### src/design/bpq_pkg.sv
package bpq_pkg;

  // Default sizes of the queue.
  localparam int NUM_LEVELS_DEF = 16;
  localparam int NUM_NODES_DEF  = 64;

  // Request codes; codes 5 to 7 are rejected as misuse.
  typedef enum logic [2:0] {
    REQ_APPEND = 3'd0,
    REQ_INSERT = 3'd1,
    REQ_REMOVE = 3'd2,
    REQ_PEEK   = 3'd3,
    REQ_CLEAR  = 3'd4
  } req_t;

  // Result status codes.
  typedef enum logic [1:0] {
    ST_OK     = 2'd0,
    ST_EMPTY  = 2'd1,
    ST_MISUSE = 2'd2
  } status_t;

endpackage

### src/design/bpq_ram.sv
module bpq_ram #(
  parameter int WIDTH = 8,
  parameter int DEPTH = 16
) (
  input  logic                     clk,
  input  logic                     we,
  input  logic [$clog2(DEPTH)-1:0] waddr,
  input  logic [WIDTH-1:0]         wdata,
  input  logic                     re,
  input  logic [$clog2(DEPTH)-1:0] raddr,
  output logic [WIDTH-1:0]         rdata
);

  logic [WIDTH-1:0] mem [DEPTH];

  always_ff @(posedge clk) begin
    if (we) begin
      mem[waddr] <= wdata;
    end
    if (re) begin
      rdata <= mem[raddr];
    end
  end

endmodule

### src/design/bitmap_priority_list_queue.sv
// Channel   | Direction | Handshake            | Word
// ----------+-----------+----------------------+-------------------------------------------
// request   | in        | in_valid / in_stall  | in_req_type, in_node_id, in_level
// result    | out       | out_valid / out_stall| out_status, out_head_node,
//           |           |                      | out_total_queued, out_high_water
//
// Each request is handled as a read and then a write-back: the edge that accepts it reads the link and
// level memories at the node handle, and the write-back pass in S_EXEC writes the neighbour links back
// and loads the result; it is the single read-then-write pass over the node memories.
// Reset is synchronous and clears every list, count and the high-water mark at once; no sweep.
// A stalled result holds the write-back until it can be loaded; a new request may still be
// accepted while a finished result waits on the output.
module bitmap_priority_list_queue #(
  parameter int NUM_LEVELS = bpq_pkg::NUM_LEVELS_DEF,
  parameter int NUM_NODES  = bpq_pkg::NUM_NODES_DEF
) (
  input  logic                             clk,
  input  logic                             rst_n,
  input  logic                             in_valid,
  output logic                             in_stall,
  input  logic [2:0]                       in_req_type,
  input  logic [$clog2(NUM_NODES)-1:0]     in_node_id,
  input  logic [$clog2(NUM_LEVELS)-1:0]    in_level,
  output logic                             out_valid,
  input  logic                             out_stall,
  output logic [1:0]                       out_status,
  output logic [$clog2(NUM_NODES)-1:0]     out_head_node,
  output logic [$clog2(NUM_NODES+1)-1:0]   out_total_queued,
  output logic [$clog2(NUM_NODES+1)-1:0]   out_high_water
);

  // Node handles index the memories; links and counts need one more code, the
  // value NUM_NODES, which stands for "no node".
  localparam int NODE_W = $clog2(NUM_NODES);
  localparam int LVL_W  = $clog2(NUM_LEVELS);
  localparam int LINK_W = $clog2(NUM_NODES + 1);
  localparam int CNT_W  = $clog2(NUM_NODES + 1);

  localparam logic [LINK_W-1:0] NONE     = LINK_W'(NUM_NODES);
  localparam logic [NODE_W:0]   NODE_LIM = (NODE_W + 1)'(NUM_NODES);
  localparam logic [LVL_W:0]    LVL_LIM  = (LVL_W + 1)'(NUM_LEVELS);

  // Two states: waiting for a request, and the write-back pass of the
  // accepted one.
  typedef enum logic [1:0] {
    S_IDLE = 2'b01,
    S_EXEC = 2'b10
  } state_t;

  state_t state_r, state_nxt;

  // Captured request word.
  bpq_pkg::req_t     req_r;
  logic [NODE_W-1:0] node_r;
  logic [LVL_W-1:0]  lvl_r;

  // Per-level list ends and counts, the bitmap and the totals. These are small
  // and reset to known values, so they live in flip-flops.
  logic [LINK_W-1:0]     head_r [NUM_LEVELS];
  logic [LINK_W-1:0]     head_nxt [NUM_LEVELS];
  logic [LINK_W-1:0]     tail_r [NUM_LEVELS];
  logic [LINK_W-1:0]     tail_nxt [NUM_LEVELS];
  logic [CNT_W-1:0]      cnt_r [NUM_LEVELS];
  logic [CNT_W-1:0]      cnt_nxt [NUM_LEVELS];
  logic [NUM_LEVELS-1:0] map_r, map_nxt;
  logic [CNT_W-1:0]      total_r, total_nxt;
  logic [CNT_W-1:0]      peak_r, peak_nxt;
  logic [NUM_NODES-1:0]  queued_r, queued_nxt;

  // Result register.
  logic                  out_valid_r;
  logic [1:0]            out_status_r;
  logic [NODE_W-1:0]     out_head_r;
  logic [CNT_W-1:0]      out_total_r;
  logic [CNT_W-1:0]      out_peak_r;

  // Node memory ports.
  logic                  in_accept;
  logic                  done;
  logic                  next_we, prev_we, lvl_we;
  logic [NODE_W-1:0]     next_waddr, prev_waddr;
  logic [LINK_W-1:0]     next_wdata, prev_wdata;
  logic [LINK_W-1:0]     next_rd, prev_rd;
  logic [LVL_W-1:0]      lvl_rd;

  // Write-back working values.
  bpq_pkg::status_t      status;
  logic [NODE_W-1:0]     head_node;
  logic [LVL_W-1:0]      first_lvl;
  logic                  found;
  logic                  ok_args;
  logic [LINK_W-1:0]     n_link;
  logic [LINK_W-1:0]     cur_head, cur_tail;
  logic [LINK_W-1:0]     p_link, x_link;
  logic [CNT_W-1:0]      cnt_dec;
  logic [CNT_W-1:0]      total_inc;

  assign in_accept = in_valid && !in_stall;
  assign in_stall  = (state_r != S_IDLE);

  // The write-back waits only while an earlier result still sits unread.
  assign done = (state_r == S_EXEC) && (!out_valid_r || !out_stall);

  // Link memories are read at the node handle on the accepting edge. Entries
  // of nodes that are not queued are never trusted, so no clearing is needed.
  bpq_ram #(.WIDTH(LINK_W), .DEPTH(NUM_NODES)) u_next_ram (
    .clk   (clk),
    .we    (next_we),
    .waddr (next_waddr),
    .wdata (next_wdata),
    .re    (in_accept),
    .raddr (in_node_id),
    .rdata (next_rd)
  );

  bpq_ram #(.WIDTH(LINK_W), .DEPTH(NUM_NODES)) u_prev_ram (
    .clk   (clk),
    .we    (prev_we),
    .waddr (prev_waddr),
    .wdata (prev_wdata),
    .re    (in_accept),
    .raddr (in_node_id),
    .rdata (prev_rd)
  );

  bpq_ram #(.WIDTH(LVL_W), .DEPTH(NUM_NODES)) u_level_ram (
    .clk   (clk),
    .we    (lvl_we),
    .waddr (node_r),
    .wdata (lvl_r),
    .re    (in_accept),
    .raddr (in_node_id),
    .rdata (lvl_rd)
  );

  always_comb begin
    state_nxt = state_r;
    case (state_r)
      S_IDLE: begin
        if (in_accept) begin
          state_nxt = S_EXEC;
        end
      end
      S_EXEC: begin
        if (done) begin
          state_nxt = S_IDLE;
        end
      end
      default: begin
        state_nxt = S_IDLE;
      end
    endcase
  end

  // The request itself. The end markers of a list are recognised from the
  // level's head and tail, so a node's own links never need to be reset to
  // "no node" and each link memory takes at most one write per request.
  always_comb begin
    head_nxt   = head_r;
    tail_nxt   = tail_r;
    cnt_nxt    = cnt_r;
    map_nxt    = map_r;
    total_nxt  = total_r;
    peak_nxt   = peak_r;
    queued_nxt = queued_r;
    next_we    = 1'b0;
    next_waddr = node_r;
    next_wdata = NONE;
    prev_we    = 1'b0;
    prev_waddr = node_r;
    prev_wdata = NONE;
    lvl_we     = 1'b0;
    status     = bpq_pkg::ST_OK;
    head_node  = '0;

    // Lowest-numbered non-empty level.
    first_lvl = '0;
    found     = 1'b0;
    for (int i = NUM_LEVELS - 1; i >= 0; i--) begin
      if (map_r[i]) begin
        first_lvl = LVL_W'(i);
        found     = 1'b1;
      end
    end

    ok_args   = ({1'b0, node_r} < NODE_LIM) && ({1'b0, lvl_r} < LVL_LIM);
    n_link    = LINK_W'(node_r);
    cur_head  = head_r[lvl_r];
    cur_tail  = tail_r[lvl_r];
    p_link    = (cur_head == n_link) ? NONE : prev_rd;
    x_link    = (cur_tail == n_link) ? NONE : next_rd;
    cnt_dec   = (cnt_r[lvl_r] != '0) ? cnt_r[lvl_r] - CNT_W'(1) : '0;
    total_inc = total_r + CNT_W'(1);

    case (req_r)
      bpq_pkg::REQ_APPEND, bpq_pkg::REQ_INSERT: begin
        if (!ok_args || queued_r[node_r]) begin
          status = bpq_pkg::ST_MISUSE;
        end else begin
          if (req_r == bpq_pkg::REQ_APPEND) begin
            prev_we    = 1'b1;
            prev_waddr = node_r;
            prev_wdata = cur_tail;
            if (cur_tail != NONE) begin
              next_we    = 1'b1;
              next_waddr = cur_tail[NODE_W-1:0];
              next_wdata = n_link;
            end else begin
              head_nxt[lvl_r] = n_link;
            end
            tail_nxt[lvl_r] = n_link;
          end else begin
            next_we    = 1'b1;
            next_waddr = node_r;
            next_wdata = cur_head;
            if (cur_head != NONE) begin
              prev_we    = 1'b1;
              prev_waddr = cur_head[NODE_W-1:0];
              prev_wdata = n_link;
            end else begin
              tail_nxt[lvl_r] = n_link;
            end
            head_nxt[lvl_r] = n_link;
          end
          lvl_we             = 1'b1;
          queued_nxt[node_r] = 1'b1;
          cnt_nxt[lvl_r]     = cnt_r[lvl_r] + CNT_W'(1);
          map_nxt[lvl_r]     = 1'b1;
          total_nxt          = total_inc;
          if (total_inc > peak_r) begin
            peak_nxt = total_inc;
          end
        end
      end
      bpq_pkg::REQ_REMOVE: begin
        if (!ok_args || !queued_r[node_r] || (lvl_rd != lvl_r)) begin
          status = bpq_pkg::ST_MISUSE;
        end else begin
          if (p_link != NONE) begin
            next_we    = 1'b1;
            next_waddr = p_link[NODE_W-1:0];
            next_wdata = x_link;
          end else begin
            head_nxt[lvl_r] = x_link;
          end
          if (x_link != NONE) begin
            prev_we    = 1'b1;
            prev_waddr = x_link[NODE_W-1:0];
            prev_wdata = p_link;
          end else begin
            tail_nxt[lvl_r] = p_link;
          end
          queued_nxt[node_r] = 1'b0;
          cnt_nxt[lvl_r]     = cnt_dec;
          if (cnt_dec == '0) begin
            map_nxt[lvl_r] = 1'b0;
          end
          if (total_r != '0) begin
            total_nxt = total_r - CNT_W'(1);
          end
        end
      end
      bpq_pkg::REQ_PEEK: begin
        status = bpq_pkg::ST_EMPTY;
        if ((total_r != '0) && found && (head_r[first_lvl] != NONE)) begin
          head_node = head_r[first_lvl][NODE_W-1:0];
          status    = bpq_pkg::ST_OK;
        end
      end
      bpq_pkg::REQ_CLEAR: begin
        for (int i = 0; i < NUM_LEVELS; i++) begin
          head_nxt[i] = NONE;
          tail_nxt[i] = NONE;
          cnt_nxt[i]  = '0;
        end
        queued_nxt = '0;
        map_nxt    = '0;
        total_nxt  = '0;
        peak_nxt   = '0;
      end
      default: begin
        status = bpq_pkg::ST_MISUSE;
      end
    endcase

    // Nothing reaches the memories or the state unless the pass completes.
    if (!done) begin
      next_we = 1'b0;
      prev_we = 1'b0;
      lvl_we  = 1'b0;
    end
  end

  always_ff @(posedge clk) begin
    if (!rst_n) begin
      state_r     <= S_IDLE;
      out_valid_r <= 1'b0;
      map_r       <= '0;
      total_r     <= '0;
      peak_r      <= '0;
      queued_r    <= '0;
      for (int i = 0; i < NUM_LEVELS; i++) begin
        head_r[i] <= NONE;
        tail_r[i] <= NONE;
        cnt_r[i]  <= '0;
      end
    end else begin
      state_r <= state_nxt;
      if (done) begin
        out_valid_r <= 1'b1;
        map_r       <= map_nxt;
        total_r     <= total_nxt;
        peak_r      <= peak_nxt;
        queued_r    <= queued_nxt;
        head_r      <= head_nxt;
        tail_r      <= tail_nxt;
        cnt_r       <= cnt_nxt;
      end else if (!out_stall) begin
        out_valid_r <= 1'b0;
      end
    end
  end

  // Request and result words carry no reset.
  always_ff @(posedge clk) begin
    if (in_accept) begin
      req_r  <= bpq_pkg::req_t'(in_req_type);
      node_r <= in_node_id;
      lvl_r  <= in_level;
    end
    if (done) begin
      out_status_r <= status;
      out_head_r   <= head_node;
      out_total_r  <= total_nxt;
      out_peak_r   <= peak_nxt;
    end
  end

  assign out_valid        = out_valid_r;
  assign out_status       = out_status_r;
  assign out_head_node    = out_head_r;
  assign out_total_queued = out_total_r;
  assign out_high_water   = out_peak_r;

  a_accept_to_exec: assert property (@(posedge clk) disable iff (!rst_n)
    in_accept |=> (state_r == S_EXEC))
    else $error("accepted request did not enter write-back");

  a_result_from_exec: assert property (@(posedge clk) disable iff (!rst_n)
    $rose(out_valid_r) |-> $past(state_r == S_EXEC))
    else $error("result appeared without a write-back pass");

  a_peak_covers_total: assert property (@(posedge clk) disable iff (!rst_n)
    (peak_r >= total_r) && ({1'b0, total_r} <= {1'b0, NONE}))
    else $error("total out of range or above high-water mark");

  a_empty_map: assert property (@(posedge clk) disable iff (!rst_n)
    (total_r == '0) |-> (map_r == '0))
    else $error("level bitmap set while nothing is queued");

endmodule
### config.mk
export PLATFORM = sky130hd
export DESIGN_NAME = bitmap_priority_list_queue
export DESIGN_NICKNAME = d
export VERILOG_FILES = /design/src/design/bpq_pkg.sv /design/src/design/bpq_ram.sv /design/src/design/bitmap_priority_list_queue.sv
export SDC_FILE = /design/constraint.sdc
export NUM_CORES = 2
export LEC_CHECK = 0
export ABC_AREA = 1
export ABC_CLOCK_PERIOD_IN_PS = 8300
export BUFFER_PORTS_ARGS = -buffer_cell sky130_fd_sc_hd__buf_2
export CAP_MARGIN = 10
export CORE_MARGIN = 2
export CORE_UTILIZATION = 35
export DETAILED_ROUTE_END_ITERATION = 7
export PLACE_DENSITY_LB_ADDON = 0.08
export RECOVER_POWER = 50
export SYNTH_ARGS = -nofsm -noshare
export SYNTH_HDL_FRONTEND = slang
export SYNTH_SLANG_ARGS = --single-unit
### constraint.sdc
create_clock -name clk -period 8.3 [get_ports clk]
set_clock_uncertainty 0.15 [all_clocks]
set_input_delay 0.83 -clock clk [delete_from_list [all_inputs] [get_ports clk]]
set_output_delay 0.83 -clock clk [all_outputs]
set_load 0.03 [all_outputs]
==> results by group <==
Yosys
  • Yosys Warn Count: 0
  • Synth Cell Area: ~75000 sq um
  • Largest family of logic cells by synthesized area: compound AO/OA/AOI/OAI gates
  • Post-synth top flop: edfxtp_1
  • Synth top area share: 0.4819
  • Async set-reset flop share out of synthesis: 0
  • Leading area contributor after synthesis: edfxtp_1
  • Post-synthesis compound-gate area fraction: 0.1959
  • Register area share after synthesis: 0.5974
  • Ranking of synthesized cells by area: edfxtp_1 48%, dfxtp_1 12%, o21ai_0 7.0%
  • Synth Area in XOR/XNOR: 0.002100
  • Top cells by count, synth: 1205 x edfxtp_1, 1132 x nand2_1, 1109 x nor2_1
  • Adder-cell share of the synthesized area: 0.002166
  • Cells after synthesis: approximately 7900
  • Simple-Gate Fraction of Synth Area: 0.1492
  • Synth Register Bits: ~1600
  • Yosys cell types: between 40 and 50
  • Syn Nets: about 8000
  • Most frequent cell after synthesis: edfxtp_1
  • Post-synth EDFFs: approximately 1200
  • Synthesized area per cell: ~9.5 sq um
  • Post-synthesis mux area share: 0

Routing
  • DR WL/cell: between 20 and 30 um
  • Via count: around 62000
  • Post-route DRC violation count: 0
  • Vias per cell: about 5.8
  • Antenna Nets Post-Route: 0
  • Initial DRC Count: slightly above 7000
  • Drt pass-1 iters: 8
  • Total wire length: between 200000 and 300000 um

Status
  • Status: finished with violations
  • Failing checks: capacitance limit, slew limit

Floorplanning
  • Rows: 170
  • Total Die Area: 218200 sq um
  • IO Count: 41
  • Die Width: ~470 um
  • Die height: 467.2 um
  • Starting Density: 0.3509
  • Placeable Area: approximately 210000 sq um

STA
  • RSZ-0062 raised after global routing: false
  • Setup TNS: 0 ps
  • Fin Hold WS: 96.66 ps
  • Fin crit share: 0.8772
  • Slew at the pin closest to its max-slew limit: roughly 3300 ps
  • Final Hold Vio Count: 0
  • Fin. max-slew vios: between 1000 and 1500
  • Final setup fails: 0
  • Max Clk Rate: 137.3 MHz
  • Relative max-transition margin: -1.185
  • Final Critical Period: ~7300 ps

Place
  • Dpl cell area: 78000 sq um
  • Port Buffers: 40
  • Post-DP HPWL: around 180000 um
  • GP Congestion: 0.9377

Global routing
  • Largest net degree at the start of global routing: around 180
  • GRT overflow: 0
  • Vias in the first global route: 60040
  • First-pass GRT wire length: ~420000 um
  • Initial antenna violation count: 10
  • Overall global routing resource usage: 0.2574

Final layout
  • Final nets: 7789
  • Layout Utilization: 0.3914
  • # fillers: 21500
  • Area Overhead vs Synth: 11.55%
  • Ratio of cells with drive above 1 in the final layout: 0.06204
  • Fin area: roughly 84000 sq um

Clock network
  • Clk pin slew, worst setup/hold paths: ~60 ps
  • Later-pin clock latency in the skew report: roughly 860 ps
  • Clock Path Buffers: 3
  • Max H-tree Level: 4
  • Num CTS Buffers: around 190
  • TritonCTS Sinks: around 1600
  • Clock root buffer: clkbuf_16
  • Postcts setup bufs: 0
  • TritonCTS clock tree: built

Critical path
  • Worst setup path startpoint: node_r[2]
  • Launch point of the worst reg-to-reg path: node_r[2]
  • Arr. time, crit path: 7610 ps
  • Crit path required time: 8630 ps
  • Critical path capture point type: flip-flop
  • Flop2flop setup slack: just over 1000 ps
  • Setup crit end: u_next_ram.mem[53][4]
  • R2R cell count: 19
  • Largest fanout on the critical path: 65
  • R2R Path End: u_next_ram.mem[53][4]
  • Kind of critical path: flip-flop to flip-flop
  • Worst setup SP type: flip-flop

Power and ir drop
  • Pleak: roughly 0.028 uW
  • VDD IR max: 0.1939 mV
  • PD cells: around 220 nW/um^2

Worst hold path
  • WHS Path Cells: 3
  • Hold Crit Class: input port to flip-flop

Run
  • Max Cap Viol: 26
[power breakdown]
group          leakage [uW]  total [uW]  internal (uW)  switching (uW)
sequential           0.0151        8780           8760            20.5
clock               0.00290        8180           4600            3580
combinational        0.0101        1530            312            1220
total                0.0281       18500          13700            4820
[final cells by class]
class / instances / area [sq um] / area share
timing repair buffer: 195 / 1401 / 0.01673
clock inverter: 105 / 1069 / 0.01276
clock buffer: 237 / 4925 / 0.05880
inverter: 442 / 1688 / 0.02015
sequential: 1638 / 44850 / 0.5355
tap: 2838 / 3551 / 0.04239
multi-input combinational: 5297 / 26260 / 0.3136
antenna: 4 / 10.01 / 0.0001195
[metrics by stage]
step / std cells / total power (uW) / worst slack, ps
after floorplan: 7940 / 9783 / 1708
after global placement: 10410 / 10460 / 1552
after detailed placement: 10410 / 10460 / 1415
after CTS: 10750 / 18630 / 1422
after global routing: 10760 / 19040 / 524.1
final: 10760 / 18490 / 1019
[routing by layer]
| metal | vias to the layer above | GRT usage | wire length [um] |
|---|---|---|---|
| met4 | 4 | 0.09932 | 11620 |
| li1 | 28260 | - | - |
| met3 | 552 | 0.03864 | 18450 |
| met5 | - | 0 | 21 |
| met1 | 31020 | 0.3501 | 125400 |
| met2 | 2497 | 0.4129 | 133100 |
[cell usage in the layout (no fill, tap or decap), types with 17 or more instances in the layout]
cell type	Yosys	layout
a21oi_1	470	471
a221oi_1	17	17
a22oi_1	55	55
a31oi_1	21	21
and3_1	21	21
buf_4	13	117
clkbuf_1	473	85
clkbuf_16	0	185
clkinv_1	32	68
clkinv_2	0	30
dfxtp_1	433	433
edfxtp_1	1205	1205
inv_1	371	373
inv_2	39	33
nand2_1	1132	1130
nand3_1	410	420
nand4_1	26	26
nor2_1	1109	1106
o211a_1	43	43
o211ai_1	110	110
o21ai_0	1045	1044
o21ai_1	44	43
o221ai_1	186	186
o22ai_1	476	473
xor2_1	18	17
[repair_timing]
action | in CTS | in global routing
hold buffers | 5 | 0
endpoints found under the hold margin | 5 | 0
resized for setup | 0 | 0
[worst min path at each step]
stage / from / slack, ps / end
4_1_cts: out_stall / 50 / out_valid
6_report: out_stall / 100 / out_valid
3_3_place_gp: flip-flop / 300 / flip-flop
3_5_place_dp: flip-flop / 300 / flip-flop
5_1_grt: out_stall / 80 / out_valid
2_1_floorplan: map_r[15] / 290 / map_r[15]
[worst max-delay path, cell delays in order, from the launching register on]
cell       delay, ps
edfxtp_1         350
buf_4            290
inv_1            600
nand3_1          490
clkinv_1         340
nand2_1           90
o21ai_0           90
a21oi_1           60
o2111ai_1        110
nand2_1           70
nand2_1           70
nor2_1            50
nand2_1          620
nand2_1          560
nor2_1           250
clkinv_1          90
buf_4            340
o21ai_2          470
nand4_1          920
nor2_1           860
[cells by family (layout without fill, tap and decap cells)]
family          after synthesis  count (layout)
compound gates             2509            2509
xor+xnor                     18              18
fa+ha+maj                    13              13
buf+inv                    1005             979
flops                      1638            1638
other cells                   0               4
simple gates               2757            2757
Note: power is estimated with default switching activity, not from simulation.
